File: src/design/dct3_pkg.sv
package dct3_pkg;

	localparam int SampleBits = 12;
	localparam int CosFracBits = 14;
	localparam int Side = 8;
	localparam int Area = 64;
	localparam int AccBits = 44;
	localparam int BasisBits = 16;

	typedef logic signed [BasisBits-1:0] basis_t;

	// orthonormal dct-ii basis, 14 fractional bits, indexed [k][n]
	function automatic basis_t basis(input logic [2:0] k, input logic [2:0] n);
		basis_t b;
		unique case ({k, n})
			6'o00, 6'o01, 6'o02, 6'o03, 6'o04, 6'o05, 6'o06, 6'o07: b = 16'sd5793;
			6'o10: b = 16'sd8035; 6'o11: b = 16'sd6811; 6'o12: b = 16'sd4551;
			6'o13: b = 16'sd1598; 6'o14: b = -16'sd1598; 6'o15: b = -16'sd4551;
			6'o16: b = -16'sd6811; 6'o17: b = -16'sd8035;
			6'o20: b = 16'sd7568; 6'o21: b = 16'sd3135; 6'o22: b = -16'sd3135;
			6'o23: b = -16'sd7568; 6'o24: b = -16'sd7568; 6'o25: b = -16'sd3135;
			6'o26: b = 16'sd3135; 6'o27: b = 16'sd7568;
			6'o30: b = 16'sd6811; 6'o31: b = -16'sd1598; 6'o32: b = -16'sd8035;
			6'o33: b = -16'sd4551; 6'o34: b = 16'sd4551; 6'o35: b = 16'sd8035;
			6'o36: b = 16'sd1598; 6'o37: b = -16'sd6811;
			6'o40: b = 16'sd5793; 6'o41: b = -16'sd5793; 6'o42: b = -16'sd5793;
			6'o43: b = 16'sd5793; 6'o44: b = 16'sd5793; 6'o45: b = -16'sd5793;
			6'o46: b = -16'sd5793; 6'o47: b = 16'sd5793;
			6'o50: b = 16'sd4551; 6'o51: b = -16'sd8035; 6'o52: b = 16'sd1598;
			6'o53: b = 16'sd6811; 6'o54: b = -16'sd6811; 6'o55: b = -16'sd1598;
			6'o56: b = 16'sd8035; 6'o57: b = -16'sd4551;
			6'o60: b = 16'sd3135; 6'o61: b = -16'sd7568; 6'o62: b = 16'sd7568;
			6'o63: b = -16'sd3135; 6'o64: b = -16'sd3135; 6'o65: b = 16'sd7568;
			6'o66: b = -16'sd7568; 6'o67: b = 16'sd3135;
			6'o70: b = 16'sd1598; 6'o71: b = -16'sd4551; 6'o72: b = 16'sd6811;
			6'o73: b = -16'sd8035; 6'o74: b = 16'sd8035; 6'o75: b = -16'sd6811;
			6'o76: b = 16'sd4551; 6'o77: b = -16'sd1598;
			default: b = '0;
		endcase
		return b;
	endfunction

endpackage

File: src/design/dct3_mac.sv
// bit-serial multiply-accumulate: one weight bit per cycle while step is high, lsb first
module dct3_mac (
	input  logic clk,
	input  logic arst_n,
	input  logic clear,
	input  logic step,
	input  logic wbit,
	input  logic wsign,
	input  logic signed [dct3_pkg::AccBits-1:0] operand,
	output logic signed [dct3_pkg::AccBits-1:0] acc
);

	logic signed [dct3_pkg::AccBits-1:0] acc_q;
	logic signed [dct3_pkg::AccBits-1:0] shifted_q;
	logic signed [dct3_pkg::AccBits-1:0] addend;

	// sign bit of the weight has negative place value
	always_comb begin
		addend = '0;
		if (wbit) begin
			addend = wsign ? -shifted_q : shifted_q;
		end
	end

	always_ff @(posedge clk or negedge arst_n) begin
		if (!arst_n) begin
			acc_q <= '0;
			shifted_q <= '0;
		end else if (clear) begin
			shifted_q <= operand;
		end else if (step) begin
			acc_q <= acc_q + addend;
			shifted_q <= shifted_q <<< 1;
		end else begin
			shifted_q <= operand;
		end
	end

	assign acc = acc_q;

endmodule

File: config.mk
export PLATFORM = sky130hd
export DESIGN_NAME = dct3_mac
export DESIGN_NICKNAME = d
export VERILOG_FILES = /design/src/design/dct3_pkg.sv /design/src/design/dct3_mac.sv
export SDC_FILE = /design/constraint.sdc
export NUM_CORES = 1
export LEC_CHECK = 0
export BUFFER_PORTS_ARGS = -buffer_cell sky130_fd_sc_hd__buf_2
export CAP_MARGIN = 20
export CORE_ASPECT_RATIO = 0.8
export CORE_MARGIN = 5
export CORE_UTILIZATION = 50
export CTS_CLUSTER_SIZE = 12
export DETAILED_ROUTE_END_ITERATION = 16
export PLACE_DENSITY = 0.75
export SLEW_MARGIN = 20
export SYNTH_ARGS = -nofsm -noshare
export SYNTH_HDL_FRONTEND = slang
export SYNTH_SLANG_ARGS = --single-unit
export TNS_END_PERCENT = 30
File: constraint.sdc
create_clock -name clk -period 5.5 [get_ports clk]
set_input_delay 1.65 -clock clk [delete_from_list [all_inputs] [get_ports clk]]
set_output_delay 1.65 -clock clk [all_outputs]
set_load 0.1 [all_outputs]
# --- Word level (Yosys, flattened, before mapping) ---
# Index checks and enable logic that the tools add are counted.
op_classes:
  add_sub_neg: 2
  reduce_logical: 1
  muxes: 4
  bitwise_logic: 1
op_table:
  columns: ["operator", "count"]
  rows:
  - ["$mux W44", 4]
  - ["$add A44 B44 Y44", 1]
  - ["$neg A44 Y44", 1]
  - ["$reduce_and A2 Y1", 1]
  - ["$not A1 Y1", 1]
word_totals:
  elab_cells: 10
  reg_bits: 88
  inputBits: 50

# --- Longest topological paths before layout ---
logic_depth:
  depth_word: 4
  depth_mapped: 20
  depth_no_buf: 20

# --- Worst setup path after synthesis ---
# Ideal clock, no wire load.
synth_path:
  kind: "input -> register"
  startpoint: "input port wsign"
  endpoint: "register acc_q, in the netlist acc[40]"
  cell_stages: 15
  setup_slack_ps: 664
  arrival_time_ps: 4690
  cell_sequence: "clkbuf_1 > buf_1 > nand2_1 > xnor2_1 > and2_1 > ha_1 > nand2_1 > or2_2 > a211o_1 > o211ai_1 > a22oi_1 > o31ai_1 > a221oi_1 > mux2i_1 > o311ai_0"
synth_via:
  elab_chain_cells: 3
synth_lines:
  columns: ["element", "line_no", "rtl"]
  rows:
  - ["from (decl)", "dct3_mac.sv:8", "input logic wsign,"]
  - ["$mux W44", "dct3_mac.sv:21", "addend = wsign ? -shifted_q : shifted_q;"]
  - ["$mux W44", "dct3_mac.sv:20", "if (wbit) begin"]
  - ["$add A44 B44 Y44", "dct3_mac.sv:32", "acc_q <= acc_q + addend;"]
  - ["to (signal assigned)", "dct3_mac.sv:32", null]
  - ["to (decl)", "dct3_mac.sv:13", "logic signed [dct3_pkg::AccBits-1:0] acc_q;"]
# No other way between the ends.
# A chain may end at the register's enable or synchronous reset.

# --- Worst setup path in the final report ---
layout_path:
  startpoint: "register shifted_q[9] in the netlist's numbering"
  endpoint: "register acc_q, in the netlist acc[43]"
layout_via:
  elab_chain_cells: 4
layout_lines:
  columns: ["element", "line_no", "rtl"]
  rows:
  - ["from (decl)", "dct3_mac.sv:14", "logic signed [dct3_pkg::AccBits-1:0] shifted_q;"]
  - ["from (signal assigned)", "dct3_mac.sv:30", "shifted_q <= operand;"]
  - ["from (signal assigned)", "dct3_mac.sv:33", "shifted_q <= shifted_q <<< 1;"]
  - ["from (signal assigned)", "dct3_mac.sv:35", "shifted_q <= operand;"]
  - ["$neg A44 Y44", "dct3_mac.sv:21", null]
  - ["$mux W44 *", "dct3_mac.sv:21", null]
  - ["$mux W44 *", "dct3_mac.sv:20", null]
  - ["$add A44 B44 Y44 *", "dct3_mac.sv:32", null]
# Every way passes the cells marked *; elsewhere a longest branch is shown, timed or not.

==> run_summary.xml <==
<?xml version="1.0" encoding="UTF-8"?>
<metrics>
  <group name="status">
    <metric name="result_of_the_run" unit="">finished, final reports clean</metric>
  </group>
  <group name="floorplanning">
    <metric name="die_area" unit="µm²">15970</metric>
    <metric name="core" unit="µm²">13410</metric>
    <metric name="initial_utilization" unit="%">50.44</metric>
    <metric name="num_io_pins" unit="">94</metric>
    <metric name="die_x" unit="µm">140.0</metric>
    <metric name="placement_rows" unit="">38</metric>
    <metric name="die_y" unit="µm">114.0</metric>
  </group>
  <group name="pwr">
    <metric name="power_density" unit="nW/µm²">564.2</metric>
    <metric name="comb_power_share" unit="%">61.1</metric>
    <metric name="share_of_power_burned_in_the_clock_network" unit="%">15.2</metric>
    <metric name="seq_power_share" unit="%">23.7</metric>
    <metric name="worst_vdd_drop" unit="µV">472.4</metric>
    <metric name="total_leakage_power" unit="nW">3.709</metric>
    <metric name="p_int" unit="mW">1.867</metric>
    <metric name="switching_share" unit="%">56.89</metric>
    <metric name="netSwitchingPower" unit="mW">2.463</metric>
  </group>
  <group name="logic_synthesis">
    <metric name="ys_dominant_reg_cell" unit="">sky130_fd_sc_hd__dfrtp_1</metric>
    <metric name="synthesis.instances" unit="">840</metric>
    <metric name="synth.cells.most_frequent" unit="">sky130_fd_sc_hd__nand2_1, sky130_fd_sc_hd__dfrtp_1, sky130_fd_sc_hd__o21ai_0</metric>
    <metric name="synth_top_family_by_area" unit="">simple AND/OR/NAND/NOR gates</metric>
    <metric name="muxShareOfSynthArea" unit="%">0.4625</metric>
    <metric name="yosys_warnings" unit="">0</metric>
    <metric name="synth_top_area_share" unit="%">32.56</metric>
    <metric name="post_synth_and_or_nand_nor_area_fraction" unit="%">24.37</metric>
    <metric name="cell_with_the_most_instances_after_synthesis" unit="">sky130_fd_sc_hd__nand2_1</metric>
    <metric name="synth.ff_latch_count" unit="">88</metric>
    <metric name="synth_largest_area_cell" unit="">sky130_fd_sc_hd__dfrtp_1</metric>
    <metric name="synthArstFlopShare" unit="%">100.0</metric>
    <metric name="post_synth_main_area_contributors" unit="">sky130_fd_sc_hd__dfrtp_1, sky130_fd_sc_hd__nand2_1, sky130_fd_sc_hd__ha_1, sky130_fd_sc_hd__xnor2_1, sky130_fd_sc_hd__o21ai_0</metric>
    <metric name="post_synthesis_share_of_cell_area_spent_on_xor_and_xnor_gates" unit="%">9.454</metric>
    <metric name="synth-adder-area-share" unit="%">8.437</metric>
    <metric name="yosysSeqAreaShare" unit="%">32.56</metric>
    <metric name="synth.distinct_cells" unit="">60</metric>
    <metric name="synth-compound-area-share" unit="%">21.59</metric>
    <metric name="avgSynthCellArea" unit="µm²">8.051</metric>
    <metric name="synthesized_net_count" unit="">935</metric>
    <metric name="syn-cell-area" unit="µm²">6763</metric>
    <metric name="synth_enable_flop_cells" unit="">0</metric>
  </group>
  <group name="setup_path">
    <metric name="r2r-start" unit="">shifted_q[9]$_DFF_PN0_</metric>
    <metric name="slowest_delay" unit="ns">0.54</metric>
    <metric name="timing.critical_path.arrival" unit="ns">5.27</metric>
    <metric name="endpoint_of_the_most_critical_register_to_register_path" unit="">acc[43]$_DFFE_PN0P_</metric>
    <metric name="setup.worst_path.end_class" unit="">flop</metric>
    <metric name="worst_r2r_path_depth" unit="">19</metric>
    <metric name="timing_worst_setup_path_type" unit="">reg2reg</metric>
    <metric name="start_kind" unit="">flop</metric>
    <metric name="buffers_inverters_on_critical_path" unit="">0</metric>
    <metric name="r2r_slack" unit="ns">0.45</metric>
    <metric name="path_max_fanout" unit="">7</metric>
    <metric name="cp_cell_sequence" unit="">or4_4, or3_1, nor2_1, nand2_1, or3_1, or4_1, nand2_1, xnor2_1, and2_1, ha_1, a21oi_1, o21bai_1, a21o_1, a21oi_1, nor2_1, a311o_1, o21ai_0, a22o_1, nand3_1</metric>
    <metric name="cp_top_family" unit="">simple AND/OR/NAND/NOR gates</metric>
    <metric name="cp_data_required_time" unit="ns">5.72</metric>
    <metric name="critical_path.slowest_cell" unit="">sky130_fd_sc_hd__or4_4</metric>
  </group>
  <group name="clocking">
    <metric name="cts_hold_repair.buffers" unit="">0</metric>
    <metric name="cts_tree" unit="">done</metric>
    <metric name="cts_setup_buffers" unit="">0</metric>
    <metric name="inserted_clock_buffers" unit="">9</metric>
    <metric name="cts_max_path_buffers" unit="">2</metric>
    <metric name="ctsRootBufferMaster" unit="">sky130_fd_sc_hd__clkbuf_16</metric>
    <metric name="worst_setup_hold_path_clk_slew" unit="ns">0.07</metric>
    <metric name="clock_latency" unit="ns">0.35</metric>
    <metric name="count_of_clock_tree_sinks" unit="">88</metric>
    <metric name="cts_resized" unit="">0</metric>
    <metric name="htreeDepth" unit="">3</metric>
  </group>
  <group name="route">
    <metric name="antenna_left" unit="">0</metric>
    <metric name="drt_iter0_markers" unit="">563</metric>
    <metric name="first_pass_iters" unit="">5</metric>
    <metric name="route.detailed.wl_per_inst" unit="µm">15.86</metric>
    <metric name="vias" unit="">6109</metric>
    <metric name="drt-vias-per-instance" unit="">5.569</metric>
    <metric name="route.final.wire_length" unit="µm">17400</metric>
    <metric name="drt_drc_violations_left" unit="">0</metric>
  </group>
  <group name="job">
    <metric name="max_cap_violations" unit="">0</metric>
  </group>
  <group name="sta">
    <metric name="rsz0062_at_grt" unit="">no</metric>
    <metric name="final_max_slew_viol_count" unit="">0</metric>
    <metric name="timing.final.setup_violations" unit="">0</metric>
    <metric name="maximum_frequency_from_static_timing_analysis" unit="MHz">198.0</metric>
    <metric name="setup_slack" unit="ns">0.4490</metric>
    <metric name="totalNegativeSetupSlack" unit="ns">0</metric>
    <metric name="period_share" unit="%">91.84</metric>
    <metric name="fin_crit" unit="ns">5.051</metric>
    <metric name="fin_worst_hold_slack" unit="ns">0.5179</metric>
    <metric name="timing.slew.headroom" unit="%">46.08</metric>
    <metric name="tightestPinTransition" unit="ns">0.8087</metric>
    <metric name="timing.final.hold_violations" unit="">0</metric>
    <metric name="worst_setup_skew_after_layout" unit="ns">0.007982</metric>
  </group>
  <group name="layout">
    <metric name="diodes" unit="">0</metric>
    <metric name="areaGrowthSynthToFinish" unit="%">13.49</metric>
    <metric name="final.fill_count" unit="">1252</metric>
    <metric name="layout.nets" unit="">1007</metric>
    <metric name="layout-drive-gt1-share" unit="%">14.18</metric>
    <metric name="final_util" unit="%">57.24</metric>
  </group>
  <group name="grt">
    <metric name="global_route_wire_length_before_repair" unit="µm">28630</metric>
    <metric name="global_route.usage.total" unit="%">22.00</metric>
    <metric name="pin_count_of_the_biggest_net_entering_global_routing" unit="">86</metric>
    <metric name="number_of_global_route_vias_before_repair" unit="">5587</metric>
    <metric name="grt.overflow.total" unit="">0</metric>
    <metric name="antenna_violations_before_repair" unit="">0</metric>
  </group>
  <group name="place">
    <metric name="place_ws" unit="ns">0.3973</metric>
    <metric name="gpl.final_weighted_congestion" unit="">0.9367</metric>
    <metric name="hpwl" unit="µm">13410</metric>
    <metric name="port_buffers" unit="">93</metric>
  </group>
  <group name="min_path">
    <metric name="hold_end" unit="">shifted_q[43]$_DFF_PN0_</metric>
    <metric name="whs_path_depth" unit="">2</metric>
    <metric name="hold_path.class" unit="">reg2reg</metric>
    <metric name="hp-start" unit="">shifted_q[42]$_DFF_PN0_</metric>
  </group>
</metrics>
-- cell families (layout without fill, tap and decap cells) --
| logic type | Yosys count | in the layout |
|---|---|---|
| compound gates | 225 | 225 |
| buf+inv | 54 | 131 |
| fa+ha+maj | 45 | 45 |
| flops | 88 | 88 |
| xor+xnor | 73 | 73 |
| mux | 3 | 3 |
| simple gates | 352 | 352 |
-- registers in the layout, summed over array words and instances, names as in the netlist --
signal and count:
shifted_q 44, acc 44
-- metal layers --
metal | global-route usage, % | part of all wire [%]
met1 | 35.35 | 53
met2 | 30.70 | 40
met3 | 3.646 | 5.5
met4 | 4.777 | 1.1
met5 | 0 | 0
-- layout make-up --
cell class / instances / area, µm² / area share [%]
Multi-Input combinational cell: 698 / 4364 / 56.86
Sequential cell: 88 / 2202 / 28.69
Timing Repair Buffer: 98 / 505.5 / 6.586
Clock buffer: 10 / 239.0 / 3.114
Tap cell: 180 / 225.2 / 2.934
Clock inverter: 6 / 75.07 / 0.9782
Inverter: 17 / 63.81 / 0.8314
-- stage by stage --
stage,instance area [µm²],power (mW),cells
CTS,7675,4.331,1097
global placement,7361,3.633,1081
finish,7675,4.330,1097
floorplan,6763,3.152,840
detailed placement,7361,3.661,1081
global route,7675,4.577,1097
-- tightest hold or removal path, stage by stage, from the launching register on --
cell and delay (ns):
sky130_fd_sc_hd__dfrtp_1 0.38, sky130_fd_sc_hd__nand2_1 0.06, sky130_fd_sc_hd__nand2_1 0.05
-- power by group through the flow --
stage | clock network, mW | logic [mW] | registers [mW]
floorplan | 0 | 1.08 | 2.08
global placement | 0 | 2.60 | 1.03
detailed placement | 0 | 2.62 | 1.04
CTS | 0.672 | 2.63 | 1.03
global route | 0.691 | 2.83 | 1.05
finish | 0.659 | 2.64 | 1.03
-- worst max-delay path by stage --
stage                                endpoint  slack (ns)  cells past startpoint                   start
after floorplan           acc[40]$_DFFE_PN0P_        0.66                     15                   wsign
after global placement    acc[40]$_DFFE_PN0P_        0.50                     14                   wsign
after detailed placement  acc[40]$_DFFE_PN0P_        0.40                     14                   wsign
after CTS                 acc[43]$_DFFE_PN0P_        0.49                     19  shifted_q[9]$_DFF_PN0_
after global routing      acc[43]$_DFFE_PN0P_        0.09                     19  shifted_q[9]$_DFF_PN0_
final                     acc[43]$_DFFE_PN0P_        0.45                     19  shifted_q[9]$_DFF_PN0_
-- cell usage in the layout (no fill, tap or decap), types with 17 or more instances in the layout --
cell,count
sky130_fd_sc_hd__xor2_1,21
sky130_fd_sc_hd__dfrtp_1,88
sky130_fd_sc_hd__xnor2_1,52
sky130_fd_sc_hd__ha_1,44
sky130_fd_sc_hd__nand2_1,205
sky130_fd_sc_hd__buf_2,92
sky130_fd_sc_hd__nor2_1,25
sky130_fd_sc_hd__a21o_1,24
sky130_fd_sc_hd__o21ai_0,69
sky130_fd_sc_hd__inv_1,17
sky130_fd_sc_hd__a21oi_1,47
sky130_fd_sc_hd__and2_1,47
sky130_fd_sc_hd__o31ai_1,19
Power figures use the tool's default switching activity.
